===== config.mk =====
export PLATFORM = sky130hd
export DESIGN_NAME = uart_8n1_transceiver_top
export DESIGN_NICKNAME = d
export VERILOG_FILES = /design/src/u8t_pkg.sv /design/src/u8t_tx.sv /design/src/u8t_rx.sv /design/src/uart_8n1_transceiver_top.sv
export SDC_FILE = /design/constraint.sdc
export NUM_CORES = 1
export LEC_CHECK = 0
export BUFFER_PORTS_ARGS = -buffer_cell sky130_fd_sc_hd__buf_2
export CAP_MARGIN = 0
export CELL_PAD_IN_SITES_DETAIL_PLACEMENT = 0
export CELL_PAD_IN_SITES_GLOBAL_PLACEMENT = 1
export CORE_ASPECT_RATIO = 0.8
export CORE_UTILIZATION = 30
export CTS_CLUSTER_DIAMETER = 100
export DETAILED_ROUTE_END_ITERATION = 7
export HOLD_SLACK_MARGIN = 0.05
export PLACE_DENSITY = 0.64
export SETUP_SLACK_MARGIN = 0.5
export SYNTH_ARGS = -nofsm -noshare
export SYNTH_HDL_FRONTEND = slang
export SYNTH_HIERARCHICAL = 1
export SYNTH_SLANG_ARGS = --single-unit

===== constraint.sdc =====
create_clock -name aclk -period 4.7 [get_ports aclk]
set_input_delay 0.705 -clock aclk [delete_from_list [all_inputs] [get_ports aclk]]
set_output_delay 0.705 -clock aclk [all_outputs]
set_load 0.01 [all_outputs]

===== src/u8t_pkg.sv =====
package u8t_pkg;

    // Configuration register indexes, decoded from paddr[2].
    localparam logic REG_BIT_PERIOD  = 1'b0;
    localparam logic REG_HALF_PERIOD = 1'b1;

    localparam int unsigned CFG_ADDR_W = 3;
    localparam int unsigned PERIOD_W   = 16;
    localparam int unsigned RX_CNT_W   = PERIOD_W + 1;
    localparam int unsigned BYTE_W     = 8;

    localparam logic [PERIOD_W-1:0] BIT_PERIOD_RST  = 16'd416;
    localparam logic [PERIOD_W-1:0] HALF_PERIOD_RST = 16'd208;

    // Line and status flags of the transmitter after one tick.
    typedef struct packed {
        logic line;
        logic busy;
        logic done;
    } tx_status_t;

    // Status and data of the receiver after one tick.
    typedef struct packed {
        logic              valid;
        logic [BYTE_W-1:0] data;
        logic              busy;
    } rx_status_t;

endpackage


===== src/u8t_tx.sv =====
module u8t_tx #(
    parameter int unsigned DATA_BITS = 8
) (
    input  logic                          aclk,
    input  logic                          aresetn,
    input  logic                          adv,
    input  logic [u8t_pkg::PERIOD_W-1:0]  period,
    input  logic                          start,
    input  logic [u8t_pkg::BYTE_W-1:0]    data_in,
    output u8t_pkg::tx_status_t           status
);

    localparam int unsigned FRAME_BITS = DATA_BITS + 2;
    localparam int unsigned LEFT_W     = $clog2(FRAME_BITS + 1);

    logic [FRAME_BITS-1:0]          shift_reg, shift_next;
    logic [LEFT_W-1:0]              left_reg, left_next;
    logic                           active_reg, active_next;
    logic [u8t_pkg::PERIOD_W-1:0]   count_reg, count_next;
    logic                           level_reg, level_next;
    logic                           done;
    logic [u8t_pkg::PERIOD_W:0]     count_inc;
    logic [15:0]                    byte_ext;
    logic [DATA_BITS-1:0]           data_bits;

    assign byte_ext  = {8'h00, data_in};
    assign data_bits = byte_ext[DATA_BITS-1:0];
    assign count_inc = {1'b0, count_reg} + 17'd1;

    always_comb begin
        shift_next  = shift_reg;
        left_next   = left_reg;
        active_next = active_reg;
        count_next  = count_reg;
        level_next  = level_reg;
        done        = 1'b0;
        if (active_reg) begin
            if (count_inc >= {1'b0, period}) begin
                count_next = '0;
                if (left_reg != '0) begin
                    level_next = shift_reg[0];
                    shift_next = shift_reg >> 1;
                    left_next  = left_reg - LEFT_W'(1);
                end else begin
                    level_next  = 1'b1;
                    active_next = 1'b0;
                    done        = 1'b1;
                end
            end else begin
                count_next = count_inc[u8t_pkg::PERIOD_W-1:0];
            end
        end else if (start) begin
            // Stop bit, data LSB first, start bit in the low position.
            shift_next  = {1'b1, data_bits, 1'b0};
            left_next   = LEFT_W'(FRAME_BITS);
            count_next  = '0;
            active_next = 1'b1;
        end
    end

    always_ff @(posedge aclk) begin
        if (!aresetn) begin
            shift_reg  <= '0;
            left_reg   <= '0;
            active_reg <= 1'b0;
            count_reg  <= '0;
            level_reg  <= 1'b1;
        end else if (adv) begin
            shift_reg  <= shift_next;
            left_reg   <= left_next;
            active_reg <= active_next;
            count_reg  <= count_next;
            level_reg  <= level_next;
        end
    end

    assign status.line = level_next;
    assign status.busy = active_next;
    assign status.done = done;

endmodule


===== src/u8t_rx.sv =====
module u8t_rx #(
    parameter int unsigned DATA_BITS = 8
) (
    input  logic                          aclk,
    input  logic                          aresetn,
    input  logic                          adv,
    input  logic [u8t_pkg::PERIOD_W-1:0]  period,
    input  logic [u8t_pkg::PERIOD_W-1:0]  half_period,
    input  logic                          line,
    output u8t_pkg::rx_status_t           status
);

    localparam int unsigned IDX_W = $clog2(DATA_BITS + 1);

    logic [DATA_BITS-1:0]           shift_reg, shift_next;
    logic [IDX_W-1:0]               index_reg, index_next;
    logic                           active_reg, active_next;
    logic [u8t_pkg::RX_CNT_W-1:0]   count_reg, count_next;
    logic                           prev_reg;
    logic [u8t_pkg::BYTE_W-1:0]     held_reg, held_next;
    logic                           valid;
    logic [u8t_pkg::RX_CNT_W-1:0]   count_inc;
    logic [u8t_pkg::RX_CNT_W-1:0]   target;
    logic [15:0]                    shift_ext;

    assign count_inc = count_reg + u8t_pkg::RX_CNT_W'(1);
    // The first sample waits an extra half period to land mid-bit.
    assign target    = (index_reg == '0)
                     ? ({1'b0, period} + {1'b0, half_period})
                     : {1'b0, period};
    assign shift_ext = 16'(shift_reg);

    always_comb begin
        shift_next  = shift_reg;
        index_next  = index_reg;
        active_next = active_reg;
        count_next  = count_reg;
        held_next   = held_reg;
        valid       = 1'b0;
        if (active_reg) begin
            if (count_inc >= target) begin
                count_next = '0;
                if (index_reg < IDX_W'(DATA_BITS)) begin
                    shift_next = {line, shift_reg[DATA_BITS-1:1]};
                    index_next = index_reg + IDX_W'(1);
                end else begin
                    held_next   = shift_ext[u8t_pkg::BYTE_W-1:0];
                    valid       = 1'b1;
                    active_next = 1'b0;
                    index_next  = '0;
                end
            end else begin
                count_next = count_inc;
            end
        end else if (prev_reg && !line) begin
            active_next = 1'b1;
            count_next  = '0;
            index_next  = '0;
            shift_next  = '0;
        end
    end

    always_ff @(posedge aclk) begin
        if (!aresetn) begin
            shift_reg  <= '0;
            index_reg  <= '0;
            active_reg <= 1'b0;
            count_reg  <= '0;
            prev_reg   <= 1'b1;
            held_reg   <= '0;
        end else if (adv) begin
            shift_reg  <= shift_next;
            index_reg  <= index_next;
            active_reg <= active_next;
            count_reg  <= count_next;
            prev_reg   <= line;
            held_reg   <= held_next;
        end
    end

    assign status.valid = valid;
    assign status.data  = held_next;
    assign status.busy  = active_next;

endmodule


===== src/uart_8n1_transceiver_top.sv =====
// Channel   | Handshake             | Carries
// ----------+-----------------------+------------------------------------------
// input     | s_valid / s_ready     | one timer tick: s_rx_line, s_tx_start, s_tx_byte
// result    | m_valid / m_ready     | m_tx_line, m_tx_busy, m_tx_done, m_rx_valid,
//           |                       | m_rx_byte, m_rx_busy for that tick
// config    | psel/penable/pwrite   | bit_period at 0x0, half_period at 0x4
//
// On each accepted tick request the transmitter and receiver state advance at the
// edge that accepts it, and the result is captured in the output register at that
// same edge, so one request per cycle is sustained while m_ready stays high.
// Reset is synchronous on aresetn low and clears the control state; both
// configuration registers return to their documented defaults.
// s_ready is high whenever the output register is empty or is being emptied in
// the same cycle, so a stall on the result side holds the input side for as
// long as the previous result waits.
module uart_8n1_transceiver_top #(
    parameter int unsigned DATA_BITS = 8
) (
    input  logic                            aclk,
    input  logic                            aresetn,

    input  logic                            s_valid,
    output logic                            s_ready,
    input  logic                            s_rx_line,
    input  logic                            s_tx_start,
    input  logic [7:0]                      s_tx_byte,

    output logic                            m_valid,
    input  logic                            m_ready,
    output logic                            m_tx_line,
    output logic                            m_tx_busy,
    output logic                            m_tx_done,
    output logic                            m_rx_valid,
    output logic [7:0]                      m_rx_byte,
    output logic                            m_rx_busy,

    input  logic                            psel,
    input  logic                            penable,
    input  logic                            pwrite,
    input  logic [u8t_pkg::CFG_ADDR_W-1:0]  paddr,
    input  logic [31:0]                     pwdata,
    output logic [31:0]                     prdata,
    output logic                            pready
);

    logic [u8t_pkg::PERIOD_W-1:0] bit_period_reg;
    logic [u8t_pkg::PERIOD_W-1:0] half_period_reg;
    logic [u8t_pkg::PERIOD_W-1:0] period_eff;
    logic                         cfg_write;
    logic                         accept;
    logic                         m_valid_reg;
    u8t_pkg::tx_status_t          tx_status;
    u8t_pkg::rx_status_t          rx_status;
    u8t_pkg::tx_status_t          tx_out_reg;
    u8t_pkg::rx_status_t          rx_out_reg;

    // Configuration port: writes complete in the access phase, no wait states.
    assign pready    = 1'b1;
    assign cfg_write = psel && penable && pwrite && pready;

    always_ff @(posedge aclk) begin
        if (!aresetn) begin
            bit_period_reg  <= u8t_pkg::BIT_PERIOD_RST;
            half_period_reg <= u8t_pkg::HALF_PERIOD_RST;
        end else if (cfg_write) begin
            case (paddr[2])
                u8t_pkg::REG_BIT_PERIOD:  bit_period_reg  <= pwdata[u8t_pkg::PERIOD_W-1:0];
                u8t_pkg::REG_HALF_PERIOD: half_period_reg <= pwdata[u8t_pkg::PERIOD_W-1:0];
                default: ;
            endcase
        end
    end

    always_comb begin
        case (paddr[2])
            u8t_pkg::REG_BIT_PERIOD:  prdata = 32'(bit_period_reg);
            u8t_pkg::REG_HALF_PERIOD: prdata = 32'(half_period_reg);
            default:                  prdata = '0;
        endcase
    end

    // A programmed period of zero behaves as one tick per bit.
    assign period_eff = (bit_period_reg == '0) ? u8t_pkg::PERIOD_W'(1) : bit_period_reg;

    // A tick is taken whenever the output register can receive its result.
    assign s_ready = !m_valid_reg || m_ready;
    assign accept  = s_valid && s_ready;

    u8t_tx #(
        .DATA_BITS (DATA_BITS)
    ) u_tx (
        .aclk    (aclk),
        .aresetn (aresetn),
        .adv     (accept),
        .period  (period_eff),
        .start   (s_tx_start),
        .data_in (s_tx_byte),
        .status  (tx_status)
    );

    u8t_rx #(
        .DATA_BITS (DATA_BITS)
    ) u_rx (
        .aclk        (aclk),
        .aresetn     (aresetn),
        .adv         (accept),
        .period      (period_eff),
        .half_period (half_period_reg),
        .line        (s_rx_line),
        .status      (rx_status)
    );

    // Output register: valid flag is reset, the payload follows each request.
    always_ff @(posedge aclk) begin
        if (!aresetn) begin
            m_valid_reg <= 1'b0;
        end else if (accept) begin
            m_valid_reg <= 1'b1;
        end else if (m_ready) begin
            m_valid_reg <= 1'b0;
        end
    end

    always_ff @(posedge aclk) begin
        if (accept) begin
            tx_out_reg <= tx_status;
            rx_out_reg <= rx_status;
        end
    end

    assign m_valid    = m_valid_reg;
    assign m_tx_line  = tx_out_reg.line;
    assign m_tx_busy  = tx_out_reg.busy;
    assign m_tx_done  = tx_out_reg.done;
    assign m_rx_valid = rx_out_reg.valid;
    assign m_rx_byte  = rx_out_reg.data;
    assign m_rx_busy  = rx_out_reg.busy;

endmodule


==> impl_metrics.tcl <==
set metrics [dict create \
    slew_viol_final 0 \
    tritoncts "done" \
    clk_pin_slew_ps 60 \
    grt_pass1_vias 5984 \
    grt.total_usage 0.1518 \
    antenna_found_initial 0 \
    syn2layout_area_growth_pct 19.54 \
    internal-power_mw 1.948 \
    power_density_mw_per_mm2 290.3 \
    setup_ws_ps -167.0 \
    max_stage_delay_ps 530 \
    die_y_um 145.6 \
    largest_register_ff_count 17 \
    seq_area_frac_synth 0.3196 \
    violations "DRC, setup timing" \
    min_path_cells 2 \
    path_cells "nor4_1 > buf_4 > a41o_1 > ha_4 > fa_2 > a211o_1 > a21oi_2 > o21ai_2 > buf_4 > a21o_1 > o211ai_1 > o22a_1 > a31oi_2 > ha_1 > nand3_1 > or4_4 > nand2_4 > a2bb2oi_4 > a21oi_4 > clkbuf_16 > mux2_4" \
    cp_max_fo 5 \
    layout_commonest_cell "nand2_1" \
    drt-total-wl_um 19760 \
    antennaDiodeCount 0 \
    seqCellArea_mm2 0.002482 \
    io_pins 100 \
    setup_viol 44 \
    cts_sinks 117 \
    p_leak_nw 3.879 \
    ys_top_cells_by_area "dfxtp_1 27%, ha_1 8.9%, mux2i_1 7.2%" \
    via_per_inst 4.943 \
    vias 6362 \
    cp_common_cell "buf_4" \
    netSwitchingFraction 0.2745 \
    fmax_ghz 0.2055 \
    switchingPower_uw 736.8 \
    critPathSlowestCell "or4_4" \
    route.detailed.drc 1 \
    layout.nets 1058 \
    ff2ff_path_depth 21 \
    netlist_instances 890 \
    rows 52 \
    run_status "finished with violations" \
    ys_ff_latch 117 \
    yosysWarnings 6 \
    hold_viol 0 \
    grt_overflow 0 \
    die_area_mm2 0.02643 \
    hold_class "reg -> reg" \
    cap_violations 0 \
    worst-setup-path-type "reg -> reg" \
    cp_data_required_time_ps 4870 \
    ir_drop_mv 0.2388 \
    fillers 2569 \
    fin_crit_sh 1.036 \
    synth.top_cell.area_share 0.2692 \
    io_buffers 64 \
    worst_pin_slew_ps 986.4 \
    power_frac_comb 0.109 \
    clockRootBuffer "clkbuf_16" \
    start_kind "flip-flop" \
    initial_core_util 0.3056 \
    core_mm2 0.02531 \
    insertion_delay_ps 420 \
    syn_area_mm2 0.007735 \
    rsz0062_at_grt "true" \
    drt_iter0_drc 360 \
    finClkSkew_ps 13.28 \
    die_w_um 181.5 \
    htreeDepth 4 \
    postRouteAntennaNets 0 \
    multi_input_area_mm2 0.004840 \
    cts_buffers 17 \
    dr.pass1.iters 7 \
    postSynthAreaPerCell_um2 8.691 \
    slew_headroom 0.3424 \
    fin_crit_ps 4867 \
    end_kind "flip-flop" \
    grt_max_degree 59 \
    finalWeightedCongestion 0.7972 \
    grt_pass1_wl_um 32000 \
    async_flop_share 0 \
    dp_hpwl_um 14090 \
    synth_edf_count 13 \
    wire_per_inst_um 15.35 \
    synth_area_leader_cell "dfxtp_1" \
    hold_ws_ps 458.6 \
    p_total_mw 2.685 \
    cts_hold_buf 0 \
    mostFrequentLayoutCells "116 x nand2_1, 96 x dfxtp_1, 63 x buf_2" \
    layout-drive-gt1-share 0.2233 \
    synth_flop_cell "dfxtp_1" \
    yosys.cell_types.count 78 \
    crit_arrival_ps 5040 \
    sequentialPowerShare 0.392 \
    clkPwrFrac 0.499 \
    r2r_setup_slack_ps -170 \
    clock_path_buffers 2 \
]
## worst max-delay path, delay by kind of cell, from the launching register on
kind,cells,cell delay [ps]
adders and majority gates,3,900
muxes,1,290
and+or+nand+nor,4,740
DFF,1,330
AOI/OAI and AO/OA,10,1900
buffers and inverters,3,460
## cell type report
| type | count | area share |
|---|---|---|
| clock buffer | 17 | 0.04601 |
| clock inverter | 15 | 0.01840 |
| inverter | 34 | 0.01380 |
| multi-input combinational | 666 | 0.5234 |
| sequential | 117 | 0.2685 |
| tap | 324 | 0.04384 |
| timing repair buffer | 114 | 0.08606 |
## worst paths after layout
path	from	endpoint
max	bit_period_reg[15]	m_rx_byte[0]
max reg2reg	bit_period_reg[15]	m_rx_byte[0]
min reg2reg	u_rx/held_reg[3]	u_rx/held_reg[3]
min	u_rx/held_reg[3]	u_rx/held_reg[3]
## power groups by stage
stage | combinational, mW | sequential, mW | clock [mW]
detailed placement | 0.278 | 1.07 | 0
finish | 0.293 | 1.05 | 1.34
CTS | 0.284 | 1.05 | 1.37
global route | 0.324 | 1.05 | 1.42
floorplan | 0.205 | 1.07 | 0
global placement | 0.278 | 1.07 | 0
## logic make-up after synthesis
logic type / Yosys count / share of synthesized area
AND/OR/NAND/NOR: 310 / 0.2103
AO/OA/AOI/OAI: 168 / 0.1469
buffers and inverters: 122 / 0.08363
flip-flops: 117 / 0.3196
multiplexers: 80 / 0.1074
adder cells (fa/ha/maj): 56 / 0.09156
XOR/XNOR: 35 / 0.03963
other: 2 / 0.0009709
## cell usage after synthesis, types with 9 or more instances
cell type	n
clkbuf_1	39
a211oi_1	12
a21oi_1	56
a31oi_1	12
nand4_1	10
buf_2	9
and3_1	13
inv_1	34
a22o_1	9
and2_1	13
nand3_1	31
mux2i_1	56
nor3_1	14
dfxtp_1	104
buf_4	26
nand2_1	118
xnor2_1	20
o21ai_0	14
buf_6	9
edfxtp_1	13
xor2_1	15
ha_1	55
nor2_1	34
mux2_2	24
a21o_1	11
nor2b_1	15
## metrics by stage
step / instance area, um2 / util / instances / setup slack (ps) / setup TNS (ps)
after floorplan: 7884 / - / 905 / 409.3 / 0
after global placement: 8417 / 0.3326 / 1247 / -210.7 / -3933
after detailed placement: 8417 / 0.3326 / 1247 / -228.6 / -5042
after CTS: 9136 / 0.3610 / 1285 / -126.1 / -2277
after global routing: 9246 / 0.3653 / 1287 / -338.1 / -11490
final: 9246 / 0.3653 / 1287 / -167.0 / -3264
## what timing repair did
| action | CTS | global route |
|---|---|---|
| cloned | 1 | 1 |
| pin swaps | 13 | 10 |
| hold endpoints to repair | 0 | 0 |
| setup buffers | 5 | 1 |
| setup endpoints to repair | 48 | 52 |
| gates resized for setup | 13 | 16 |
## layer usage
layer	up-vias	wire, um	global-route usage	share of wire
met1	2943	10980	0.2333	0.56
met5	-	0	0	0
met3	20	636	0.02978	0.032
met4	0	206	0.03856	0.010
met2	120	7931	0.2121	0.40
li1	3279	-	-	-
No activity file was read; power rests on OpenSTA's default activity.
